==> config.mk <==
export PLATFORM = sky130hd
export DESIGN_NAME = histogram_running_median
export DESIGN_NICKNAME = d
export VERILOG_FILES = /design/src/hw/rtl/hrm_pkg.sv /design/src/hw/rtl/histogram_running_median.sv /design/src/hw/rtl/hrm_ram.sv /design/src/hw/rtl/hrm_datapath.sv /design/src/hw/rtl/hrm_ctrl.sv
export SDC_FILE = /design/constraint.sdc
export NUM_CORES = 2
export LEC_CHECK = 0
export ABC_CLOCK_PERIOD_IN_PS = 17050
export BUFFER_PORTS_ARGS = -buffer_cell sky130_fd_sc_hd__buf_2
export CORE_MARGIN = 3
export CORE_UTILIZATION = 50
export DETAILED_ROUTE_END_ITERATION = 12
export HOLD_SLACK_MARGIN = 0.06
export PLACE_DENSITY = 0.65
export SLEW_MARGIN = 15
export SYNTH_ARGS = -nofsm -noshare
export SYNTH_HDL_FRONTEND = slang
export SYNTH_SLANG_ARGS = --single-unit
==> constraint.sdc <==
create_clock -name clk -period 17.05 [get_ports clk]
set_input_delay 3.41 -clock clk [delete_from_list [all_inputs] [get_ports clk]]
set_output_delay 3.41 -clock clk [all_outputs]
set_load 0.01 [all_outputs]
==> src/hw/rtl/hrm_pkg.sv <==
// Package for the histogram running median: payload types, defaults, controller interface.
`default_nettype none
package hrm_pkg;

  // Default configuration handed to the top level parameters
  localparam int SAMPLE_BITS_DEF = 8;
  localparam int MAX_SAMPLES_DEF = 1024;

  // Input transfer payload
  typedef struct packed {
    logic       add_valid;
    logic [7:0] add_sample;
    logic       drop_valid;
    logic [7:0] drop_sample;
  } in_t;

  // Result transfer payload
  typedef struct packed {
    logic [7:0]  median_value;
    logic        window_empty;
    logic [10:0] sample_count;
    logic        drop_missing;
    logic        add_overflow;
  } out_t;

  // Controller to datapath commands
  typedef struct packed {
    logic load;      // latch a new input item
    logic clr_wr;    // write zero at the clear address, advance it
    logic drop_rd;   // read the bin to remove from
    logic drop_upd;  // apply the removal from read data
    logic add_rd;    // read the bin to insert into
    logic add_upd;   // apply the insert from read data
    logic add_ovf;   // flag an insert refused on a full window
    logic fwd_rd;    // read the bin under the median pointer
    logic fwd_step;  // absorb read bin into count below, advance pointer
    logic bwd_rd;    // step pointer back and read that bin
    logic bwd_step;  // remove read bin from count below
    logic finish;    // capture the result
  } cmd_t;

  // Datapath to controller status
  typedef struct packed {
    logic clr_last;   // clear sweep is at its last bin
    logic drop_req;   // item removes a sample
    logic add_req;    // item inserts a sample
    logic add_ok;     // window has room
    logic empty;      // window holds no samples
    logic fwd_dir;    // pointer is at or below the target rank
    logic fwd_end;    // pointer sits on the last bin
    logic fwd_stop;   // read bin holds the target rank
    logic bwd_stop;   // backward walk is done
  } sts_t;

endpackage
`default_nettype wire

==> src/hw/rtl/histogram_running_median.sv <==
// Throughput: one item at a time; the next start is taken in the cycle of the one-cycle
// out_valid strobe, which the receiver cannot stall. Walk steps pace the single read port.
// Reset: a synchronous clear sweep zeroes all 2^SAMPLE_BITS bins, busy held high.
// Top level of the histogram running median.
`default_nettype none
module histogram_running_median #(
  parameter int SAMPLE_BITS = hrm_pkg::SAMPLE_BITS_DEF,
  parameter int MAX_SAMPLES = hrm_pkg::MAX_SAMPLES_DEF
) (
  input  wire logic         clk,
  input  wire logic         rst_n,
  input  wire logic         start,
  output logic              busy,
  input  wire hrm_pkg::in_t in_data,
  output logic              out_valid,
  output hrm_pkg::out_t     out_data
);

  hrm_pkg::cmd_t cmd;
  hrm_pkg::sts_t sts;

  hrm_ctrl u_ctrl (
    .clk       (clk),
    .rst_n     (rst_n),
    .start     (start),
    .busy      (busy),
    .out_valid (out_valid),
    .sts       (sts),
    .cmd       (cmd)
  );

  hrm_datapath #(
    .SAMPLE_BITS (SAMPLE_BITS),
    .MAX_SAMPLES (MAX_SAMPLES)
  ) u_dp (
    .clk      (clk),
    .rst_n    (rst_n),
    .in_data  (in_data),
    .cmd      (cmd),
    .sts      (sts),
    .out_data (out_data)
  );

endmodule
`default_nettype wire

==> src/hw/rtl/hrm_ram.sv <==
// Generic single-write, single-read RAM with registered read data.
`default_nettype none
module hrm_ram #(
  parameter int WIDTH = 8,
  parameter int DEPTH = 256
) (
  input  wire logic                     clk,
  input  wire logic                     wr_en,
  input  wire logic [$clog2(DEPTH)-1:0] wr_addr,
  input  wire logic [WIDTH-1:0]         wr_data,
  input  wire logic [$clog2(DEPTH)-1:0] rd_addr,
  output logic      [WIDTH-1:0]         rd_data
);

  logic [WIDTH-1:0] mem [DEPTH];

  always_ff @(posedge clk) begin
    if (wr_en) begin
      mem[wr_addr] <= wr_data;
    end
    rd_data <= mem[rd_addr];
  end

endmodule
`default_nettype wire

==> src/hw/rtl/hrm_datapath.sv <==
// Datapath: bin count memory, median pointer, running counts and result register.
`default_nettype none
module hrm_datapath #(
  parameter int SAMPLE_BITS = hrm_pkg::SAMPLE_BITS_DEF,
  parameter int MAX_SAMPLES = hrm_pkg::MAX_SAMPLES_DEF
) (
  input  wire logic         clk,
  input  wire logic         rst_n,
  input  wire hrm_pkg::in_t in_data,
  input  wire hrm_pkg::cmd_t cmd,
  output hrm_pkg::sts_t     sts,
  output hrm_pkg::out_t     out_data
);

  localparam int BIN_W    = SAMPLE_BITS;
  localparam int NUM_BINS = 1 << SAMPLE_BITS;
  localparam int CNT_W    = $clog2(MAX_SAMPLES + 1);

  hrm_pkg::in_t     in_r;
  hrm_pkg::out_t    out_r;
  logic [BIN_W-1:0] clr_addr_r;
  logic [BIN_W-1:0] median_r;
  logic [CNT_W-1:0] below_r;
  logic [CNT_W-1:0] total_r;
  logic             missing_r;
  logic             overflow_r;

  logic [BIN_W-1:0] drop_bin;
  logic [BIN_W-1:0] add_bin;
  logic [BIN_W-1:0] median_dec;
  logic [CNT_W-1:0] half;
  logic [CNT_W:0]   fwd_sum;
  logic [CNT_W-1:0] rd_data;
  logic [BIN_W-1:0] rd_addr;
  logic             wr_en;
  logic [BIN_W-1:0] wr_addr;
  logic [CNT_W-1:0] wr_data;

  assign drop_bin   = BIN_W'(in_r.drop_sample);
  assign add_bin    = BIN_W'(in_r.add_sample);
  assign median_dec = median_r - BIN_W'(1);
  // rank of the lower median; only used when the window is not empty
  assign half       = (total_r - CNT_W'(1)) >> 1;
  assign fwd_sum    = {1'b0, below_r} + {1'b0, rd_data};

  // Memory port steering
  always_comb begin
    rd_addr = median_r;
    if (cmd.drop_rd) begin
      rd_addr = drop_bin;
    end else if (cmd.add_rd) begin
      rd_addr = add_bin;
    end else if (cmd.bwd_rd) begin
      rd_addr = median_dec;
    end else if (cmd.fwd_rd) begin
      rd_addr = median_r;
    end
  end

  always_comb begin
    wr_en   = cmd.clr_wr | (cmd.drop_upd & (rd_data != '0)) | cmd.add_upd;
    wr_addr = clr_addr_r;
    wr_data = '0;
    if (cmd.drop_upd) begin
      wr_addr = drop_bin;
      wr_data = rd_data - CNT_W'(1);
    end else if (cmd.add_upd) begin
      wr_addr = add_bin;
      wr_data = rd_data + CNT_W'(1);
    end
  end

  hrm_ram #(
    .WIDTH (CNT_W),
    .DEPTH (NUM_BINS)
  ) u_bins (
    .clk     (clk),
    .wr_en   (wr_en),
    .wr_addr (wr_addr),
    .wr_data (wr_data),
    .rd_addr (rd_addr),
    .rd_data (rd_data)
  );

  // Status back to the controller
  always_comb begin
    sts.clr_last = &clr_addr_r;
    sts.drop_req = in_r.drop_valid;
    sts.add_req  = in_r.add_valid;
    sts.add_ok   = total_r < CNT_W'(MAX_SAMPLES);
    sts.empty    = total_r == '0;
    sts.fwd_dir  = half >= below_r;
    sts.fwd_end  = &median_r;
    sts.fwd_stop = fwd_sum > {1'b0, half};
    sts.bwd_stop = (below_r <= half) || (median_r == '0);
  end

  // Item registers and result register
  always_ff @(posedge clk) begin
    if (cmd.load) begin
      in_r <= in_data;
    end
    if (cmd.finish) begin
      out_r.median_value <= (total_r == '0) ? 8'd0 : 8'(median_r);
      out_r.window_empty <= total_r == '0;
      out_r.sample_count <= 11'(total_r);
      out_r.drop_missing <= missing_r;
      out_r.add_overflow <= overflow_r;
    end
  end

  // Window state
  always_ff @(posedge clk) begin
    if (!rst_n) begin
      clr_addr_r <= '0;
      median_r   <= '0;
      below_r    <= '0;
      total_r    <= '0;
      missing_r  <= 1'b0;
      overflow_r <= 1'b0;
    end else begin
      if (cmd.clr_wr) begin
        clr_addr_r <= clr_addr_r + BIN_W'(1);
      end
      if (cmd.load) begin
        missing_r  <= 1'b0;
        overflow_r <= 1'b0;
      end
      if (cmd.drop_upd) begin
        if (rd_data == '0) begin
          missing_r <= 1'b1;
        end else begin
          total_r <= total_r - CNT_W'(1);
          if (drop_bin < median_r) begin
            below_r <= below_r - CNT_W'(1);
          end
        end
      end
      if (cmd.add_ovf) begin
        overflow_r <= 1'b1;
      end
      if (cmd.add_upd) begin
        total_r <= total_r + CNT_W'(1);
        if (add_bin < median_r) begin
          below_r <= below_r + CNT_W'(1);
        end
      end
      if (cmd.fwd_step) begin
        below_r  <= CNT_W'(fwd_sum);
        median_r <= median_r + BIN_W'(1);
      end
      if (cmd.bwd_rd) begin
        median_r <= median_dec;
      end
      if (cmd.bwd_step) begin
        below_r <= below_r - rd_data;
      end
    end
  end

  assign out_data = out_r;

endmodule
`default_nettype wire

==> src/hw/rtl/hrm_ctrl.sv <==
// Controller: sequences clear sweep, removal, insert and median walk.
`default_nettype none
module hrm_ctrl (
  input  wire logic          clk,
  input  wire logic          rst_n,
  input  wire logic          start,
  output logic               busy,
  output logic               out_valid,
  input  wire hrm_pkg::sts_t sts,
  output hrm_pkg::cmd_t      cmd
);

  typedef enum logic [3:0] {
    S_CLEAR,
    S_IDLE,
    S_DROP,
    S_DROP_UPD,
    S_ADD,
    S_ADD_UPD,
    S_WALK,
    S_FWD,
    S_FWD_EV,
    S_BWD,
    S_BWD_EV
  } state_t;

  state_t state_r, state_nxt;
  logic   out_valid_r, out_valid_nxt;

  // Next state and commands
  always_comb begin
    state_nxt     = state_r;
    out_valid_nxt = 1'b0;
    cmd           = '0;
    case (state_r)
      S_CLEAR: begin
        cmd.clr_wr = 1'b1;
        if (sts.clr_last) begin
          state_nxt = S_IDLE;
        end
      end
      S_IDLE: begin
        if (start) begin
          cmd.load  = 1'b1;
          state_nxt = S_DROP;
        end
      end
      S_DROP: begin
        if (sts.drop_req) begin
          cmd.drop_rd = 1'b1;
          state_nxt   = S_DROP_UPD;
        end else begin
          state_nxt = S_ADD;
        end
      end
      S_DROP_UPD: begin
        cmd.drop_upd = 1'b1;
        state_nxt    = S_ADD;
      end
      S_ADD: begin
        if (sts.add_req && sts.add_ok) begin
          cmd.add_rd = 1'b1;
          state_nxt  = S_ADD_UPD;
        end else begin
          cmd.add_ovf = sts.add_req;
          state_nxt   = S_WALK;
        end
      end
      S_ADD_UPD: begin
        cmd.add_upd = 1'b1;
        state_nxt   = S_WALK;
      end
      S_WALK: begin
        if (sts.empty) begin
          cmd.finish    = 1'b1;
          out_valid_nxt = 1'b1;
          state_nxt     = S_IDLE;
        end else if (sts.fwd_dir) begin
          state_nxt = S_FWD;
        end else begin
          state_nxt = S_BWD;
        end
      end
      // forward walk: read the pointer's bin, then advance past it or stop
      S_FWD: begin
        if (sts.fwd_end) begin
          cmd.finish    = 1'b1;
          out_valid_nxt = 1'b1;
          state_nxt     = S_IDLE;
        end else begin
          cmd.fwd_rd = 1'b1;
          state_nxt  = S_FWD_EV;
        end
      end
      S_FWD_EV: begin
        if (sts.fwd_stop) begin
          cmd.finish    = 1'b1;
          out_valid_nxt = 1'b1;
          state_nxt     = S_IDLE;
        end else begin
          cmd.fwd_step = 1'b1;
          state_nxt    = S_FWD;
        end
      end
      // backward walk: step back, read, drop that bin from the count below
      S_BWD: begin
        if (sts.bwd_stop) begin
          cmd.finish    = 1'b1;
          out_valid_nxt = 1'b1;
          state_nxt     = S_IDLE;
        end else begin
          cmd.bwd_rd = 1'b1;
          state_nxt  = S_BWD_EV;
        end
      end
      S_BWD_EV: begin
        cmd.bwd_step = 1'b1;
        state_nxt    = S_BWD;
      end
      default: begin
        state_nxt = S_IDLE;
      end
    endcase
  end

  // State and registered strobe
  always_ff @(posedge clk) begin
    if (!rst_n) begin
      state_r     <= S_CLEAR;
      out_valid_r <= 1'b0;
    end else begin
      state_r     <= state_nxt;
      out_valid_r <= out_valid_nxt;
    end
  end

  assign busy      = state_r != S_IDLE;
  assign out_valid = out_valid_r;

endmodule
`default_nettype wire

==> Yosys cells after proc, flatten, opt, wreduce, memory -nomap -nowiden <==
Memory sizes are Yosys's and may differ from the RTL's. A register that Yosys moved wholly into a read port is not among the register bits.
Cells that the tools add are included.
{ "totals": {"n_memories": 1, "word_cells": 123, "in_bits": 21, "out_inout_bits": 24, "ramBits": 2816, "ff_bits": 85} }
{ "memory_table": {"columns": ["memory", "words", "word_bits", "read_ports", "rd_clocked_by_memory_dff", "wr", "line_no", "text"], "rows": [
  ["u_dp.u_bins.mem", 256, 11, 1, 1, 1, "hrm_ram.sv:15", "logic [WIDTH-1:0] mem [DEPTH];"]
]} }
{ "classes": {"bitwise_logic": 3, "reduce_logical": 14, "mux": 57, "n_lt_le_gt_ge": 6, "addsub": 11, "eq_ne": 14} }
{ "ops": {"columns": ["op", "count"], "rows": [
  ["two-way mux 11 bit", 12],
  ["two-way mux 8 bit", 7],
  ["one-hot mux 4 bit (11 select lines)", 1],
  ["adder 11 x 1 -> 11 bit (second input constant)", 3],
  ["subtractor 11 x 1 -> 11 bit (second input constant)", 3],
  ["two-way mux 1 bit", 27],
  ["two-way mux 4 bit", 6],
  ["logical NOT 11 bit", 2],
  ["adder 8 x 1 -> 8 bit (second input constant)", 2],
  ["equality test 4 x 3 -> 1 bit (second input constant)", 4],
  ["less-than comparator 8 bit", 2],
  ["AND reduction 8 bit", 2],
  ["adder 11 x 11 -> 12 bit", 1],
  ["equality test 4 bit (second input constant)", 3],
  ["greater-than comparator 12 x 10 -> 1 bit", 1],
  ["greater-or-equal comparator 10 x 11 -> 1 bit", 1],
  ["less-or-equal comparator 11 x 10 -> 1 bit", 1],
  ["less-than comparator 11 bit (second input constant)", 1],
  ["nonzero test 11 bit", 1],
  ["subtractor 11 bit", 1],
  ["equality test 4 x 2 -> 1 bit (second input constant)", 2],
  ["logical NOT 8 bit", 1],
  ["subtractor 8 x 1 -> 8 bit (second input constant)", 1],
  ["two-way mux 3 bit", 2],
  ["13 further kinds", 18]
]} }

==> Depth between registers and ports, before layout <==
{ "depth": {"depth_word": 8, "depth_mapped": 26} }

==> Cells and area by module <==
From an unflattened synthesis, not the netlist that was laid out.
{ "unflattened": {"hier_cells": 5790, "area_unflattened_um2": 115505.8} }
{ "by_module_without_submodules": {"columns": ["mod", "n_inst", "seq_area_each_um2", "cells_per_inst", "area_each_um2"], "rows": [
  ["hrm_ram", 1, 84781.3, 4999, 108713.0],
  ["hrm_datapath", 1, 2001.9, 719, 6279.8],
  ["hrm_ctrl", 1, 100.1, 72, 513.0]
]} }

==> Worst setup path after synthesis <==
No wires, ideal clock.
{ "synth_timing": {"kind": "reg2reg", "startpoint": "reg u_ctrl.state_r[3]", "endpoint": "mem u_dp.u_bins.mem[0][9] (netlist name), data pin", "arrival_time_ns": 11.673, "setup_ns": 2.188, "period_less_slack_ns": 13.861, "path_stages_with_launch": 9, "path_slack_ns": 3.189, "path_cell_list": "dfxtp_1 clkbuf_1 nor2b_1 and2_1 clkbuf_1 clkbuf_1 clkbuf_1 a22oi_1 o21ai_0"} }
{ "synth_via": {"elab_chain_len": 4} }
{ "synth_lines": {"columns": ["item", "line_no", "text"], "rows": [
  ["start: declaration", "hrm_ctrl.sv:27", "state_t state_r, state_nxt;"],
  ["start signal: assignment", "hrm_ctrl.sv:132", "state_r <= state_nxt;"],
  ["equality test 4 x 3 -> 1 bit", "hrm_ctrl.sv:35", "case (state_r)"],
  ["two-way mux 1 bit", "hrm_ctrl.sv:35", null],
  ["two-way mux 11 bit", "hrm_datapath.sv:67", "end else if (cmd.add_upd) begin"],
  ["two-way mux 11 bit *", "hrm_datapath.sv:64", "if (cmd.drop_upd) begin"],
  ["net u_dp.u_bins.wr_data[9]", "hrm_ram.sv:10", "input wire logic [WIDTH-1:0] wr_data,"],
  ["end: declaration", "hrm_ram.sv:15", null]
]} }
Mark *: on every way through the listed nets, which the timed path passes. The rest lies on a longest branch.

==> Worst setup path after layout <==
{ "layout_timing": {"startpoint": "reg u_dp.total_r[0]", "endpoint": "reg u_dp.u_bins.rd_data[7] (read register of u_dp.u_bins.mem)"} }
{ "layout_via": {"elab_chain_len": 8} }
{ "layout_lines": {"columns": ["item", "line_no", "text"], "rows": [
  ["start: declaration", "hrm_datapath.sv:24", "logic [CNT_W-1:0] total_r;"],
  ["start signal: assignment", "hrm_datapath.sv:133", "total_r <= total_r - CNT_W'(1);"],
  ["start signal: assignment", "hrm_datapath.sv:143", "total_r <= total_r + CNT_W'(1);"],
  ["subtractor 11 x 1 -> 11 bit", "hrm_datapath.sv:43", "assign half = (total_r - CNT_W'(1)) >> 1;"],
  ["less-or-equal comparator 11 x 10 -> 1 bit", "hrm_datapath.sv:95", "sts.bwd_stop = (below_r <= half) || (median_r == '0);"],
  ["logical OR 1 bit", "hrm_datapath.sv:95", null],
  ["two-way mux 1 bit", "hrm_ctrl.sv:107", "if (sts.bwd_stop) begin"],
  ["two-way mux 1 bit", "hrm_ctrl.sv:35", null],
  ["two-way mux 8 bit", "hrm_datapath.sv:53", "end else if (cmd.bwd_rd) begin"],
  ["two-way mux 8 bit *", "hrm_datapath.sv:51", "end else if (cmd.add_rd) begin"],
  ["two-way mux 8 bit *", "hrm_datapath.sv:49", "if (cmd.drop_rd) begin"],
  ["end: declaration", "hrm_ram.sv:12", "output logic [WIDTH-1:0] rd_data"]
]} }
Every way passes the cells marked *; elsewhere a longest branch is shown, timed or not.
A chain may end at the register's enable or synchronous reset.

==> results.md <==
* Run status: finished clean
* Final worst-path cycle share at 50.94%
* Crit path max-delay family: compound AO/OA/AOI/OAI gates
* Static Leak at ~0.044 uW
* DIE HEIGHT at 487.8 um
* Top-area cell type share of the netlist area at 73.88%
* DRT Pass-1 Iters at 6
* Async SR Flop Fraction at 0%
* Cts repair resizes at 0
* Core area at 0.2303 sq mm
* Number of port buffers at 44
* Data arrival, critical path at 9.42 ns
* Residual DRC at 0
* Library cells used by synthesis at 77
* Worst Setup Start Kind: register
* Vias/cell at 6.488
* RSZ-0062 raised after global routing: no
* Register area at 0.08688 sq mm
* Peak Freq at 115.1 MHz
* Number of global-route vias before repair at 61180
* Syn avg cell area at 19.02 sq um
* Syn-to-layout area delta at 11.85%
* TNS Setup at 0 ns
* Peak supply drop at around 0.087 mV
* Comb pwr share at 2.3%
* Worst Skew at 0.08047 ns
* Fraction of layout cells with a size suffix above 1 at 21.85%
* Register area share after synthesis at 74.85%
* Ranking of synthesized cells by area: edfxtp_1 74%, mux4_2 13%, nand2_1 1.9%
* WS Path Type: reg2reg
* Root buffer cell: clkbuf_16
* CP bufs+invs at 4
* Initial antenna violation count at 23
* Smallest hold slack at ~0.45 ns
* GR Util All Layers at 27.23%
* Syn_nets at 6193
* H-Tree Depth at 5
* Top FF cell, synth: edfxtp_1
* Setup bufs post-CTS at 0
* Number of flops mapped to enable cells by yosys at 2856
* Worst slew pin tran at 1.371 ns
* CP max-delay cell: a221oi_1
* Synth Register Bits at between 2000 and 3000
* Largest net degree at the start of global routing at 218
* CTS tree: done
* DR iter-0 viols at about 9200
* Largest stage delay on the critical path at 0.99 ns
* Area of the multi-input gates at 0.02750 sq mm
* Final Hold Violating Endpoints at 0
* Switching part of the total at roughly a fifth
* Min-Delay Path Class: reg2reg
* Tmin final at approximately 8.7 ns
* Dpl hpwl at approximately 190000 um
* Synth area leader: edfxtp_1
* # Max-Cap Violations at 0
* I/O pins at 45
* Crit-path max FO at 79
* Fillers at 17210
* Synth Warn # at 0
* Final number of max-transition violations at 0
* Cells after Synth at between 6000 and 7000
* Die X-Extent at 487.8 um
* Clk slew on worst S/H paths at 0.06 ns
* CP cell instances: inv_1 > ha_1 > nand2_1 > or3_1 > or3_1 > nor3_1 > xor2_1 > ha_1 > a21oi_1 > a21oi_1 > or3_4 > nor2_1 > ha_1 > a21oi_1 > o21ai_4 > buf_12 > buf_4 > buf_4 > mux4_2 > a22o_1 > o21ai_0 > a31oi_1 > a221oi_1 > a21oi_1
* Register share of total power at roughly 54%
* CP most frequent cell: a21oi_1
* Net Switching at 2990 uW
* Final wirelength at 323100 um
* Internal Power at 11680 uW
* Inserted Clock Buffers at between 300 and 400
* Die area at 0.2380 sq mm
* Power Density at 113.0 mW/mm^2
* GRT overflow at 0
* Drt wl/cell at 33.73 um
* Slew margin rel. at 8.290%
* Max clock buf depth at 4
* Vias at 62140
* Number of routed nets with antenna violations at 0
* Final setup viols at 0
* Mapped Area at 0.1161 sq mm
* CTS Sinks at 2912
* Req. time, crit path at 17.79 ns
* CTS Hold Bufs at 0
* Post-layout net count at 6411
* GP Congestion at 0.8630
* First-pass GRT wire length at 460300 um
* Clk network pwr share at 43.4%
* Initial core utilization at ~50%
* # rows at about 180
* Clk Latency, worst-skew pair at 0.95 ns
* CP endpoint kind: register
## per-stage QoR
| stage | setup slack, ns | std cells | power [uW] | utilization (%) | area (sq um) |
|---|---|---|---|---|---|
| global route | 7.584 | 9566 | 15030 | 56.35 | 129800 |
| floorplan | 3.189 | 6103 | 8324 | - | 116100 |
| detailed placement | 8.422 | 9035 | 8449 | 52.23 | 120300 |
| global placement | 8.397 | 9034 | 8432 | 52.22 | 120300 |
| CTS | 8.389 | 9565 | 14720 | 56.30 | 129700 |
| finish | 8.365 | 9578 | 14670 | 56.37 | 129800 |
## final cells by class
class,instances,area share (%)
Sequential cell,2912,66.92
Multi-Input combinational cell,2783,21.18
Clock buffer,391,6.337
Tap cell,3026,2.916
Timing Repair Buffer,254,1.560
Clock inverter,139,0.8866
Inverter,61,0.1764
Antenna cell,12,0.02313
## sequential cells by signal (all words and copies together), names as in the netlist, 2 cells and up
name,count
u_dp.add_bin,8
u_dp.u_bins.mem,2816
u_dp.out_data,22
u_dp.u_bins.rd_data,11
u_dp.sts,2
u_dp.total_r,11
u_dp.below_r,11
u_dp.clr_addr_r,8
u_dp.median_r,8
u_ctrl.state_r,4
u_dp.drop_bin,8
## cells in the mapped netlist, types with 13 or more instances
master / instances
dfxtp_1: 56
buf_2: 133
ha_1: 67
o211ai_1: 16
buf_4: 59
o21a_1: 18
a311oi_1: 21
nand2_1: 600
inv_1: 61
a22oi_1: 40
xor2_1: 21
nand4_1: 32
nor4_1: 13
edfxtp_1: 2856
a21oi_1: 123
o22ai_1: 21
and2_1: 13
a32oi_1: 31
mux4_2: 671
nand3_1: 168
xnor2_1: 35
o21ai_0: 78
clkbuf_1: 116
mux2i_1: 138
a221oi_1: 13
nor3_1: 31
nor2_1: 387
buf_6: 20
a31oi_1: 30
and3_1: 30
buf_1: 16
## power by group through the flow
stage	Sequential [uW]	Clock, uW	Combinational (uW)
after global routing	7960	6710	357
after detailed placement	8120	0	333
after global placement	8110	0	317
after floorplan	8180	0	147
final	7970	6370	337
after CTS	7960	6430	333
## path summary, 6_finish.rpt
| kind | from | end | slack, ns | cells past startpoint |
|---|---|---|---|---|
| setup / recovery | u_dp.total_r[0]$_SDFFE_PN0P_ | u_dp.u_bins.rd_data[7]$_DFF_P_ | 8.36 | 24 |
| hold / removal | u_dp.missing_r$_SDFF_PN0_ | u_dp.out_data[1]$_DFFE_PP_ | 0.45 | 0 |
| setup reg to reg | u_dp.total_r[0]$_SDFFE_PN0P_ | u_dp.u_bins.rd_data[7]$_DFF_P_ | 8.36 | 24 |
| hold reg to reg | u_dp.missing_r$_SDFF_PN0_ | u_dp.out_data[1]$_DFFE_PP_ | 0.45 | 0 |
## worst reg2reg max path, cell delays in order, from the launching register on
cell and delay, ns:
dfxtp_1 0.36, inv_1 0.10, ha_1 0.20, nand2_1 0.09
or3_1 0.37, or3_1 0.40, nor3_1 0.26, xor2_1 0.25
ha_1 0.29, a21oi_1 0.16, a21oi_1 0.14, or3_4 0.41
nor2_1 0.25, ha_1 0.17, a21oi_1 0.10, o21ai_4 0.24
buf_12 0.53, buf_4 0.91, buf_4 0.88, mux4_2 0.68
a22o_1 0.26, o21ai_0 0.16, a31oi_1 0.17, a221oi_1 0.99
a21oi_1 0.13
## placed cells by master (no fill, tap or decap), drive strengths merged, types with 56 or more instances in the layout
cell type,count
o21ai,82
mux2i,138
ha,67
dfxtp,56
edfxtp,2856
mux4,671
nand2,600
nor2,387
clkbuf,391
buf,254
clkinv,106
nand3,169
a21oi,123
inv,70
## logic make-up (layout without fill, tap and decap cells)
group                    after synthesis  count (layout)  synth area share (%)
multiplexers                         820             820                 14.32
other                                  0              12                     0
AO/OA/AOI/OAI                        514             514                 3.003
buffers and inverters                408             845                 1.821
AND/OR/NAND/NOR                     1324            1324                 4.832
flip-flops                          2912            2912                 74.85
XOR/XNOR                              56              56                0.4225
adder cells (fa/ha/maj)               69              69                0.7567
## routing by layer
layer / GRT usage (%) / wire length (um) / up-vias
li1: - / - / 25100
met1: 38.12 / 122700 / 32630
met2: 41.98 / 152700 / 3743
met3: 6.444 / 35080 / 665
met4: 10.24 / 12500 / 8
met5: 0.1633 / 84 / -
(Power assumes the default switching activity.)
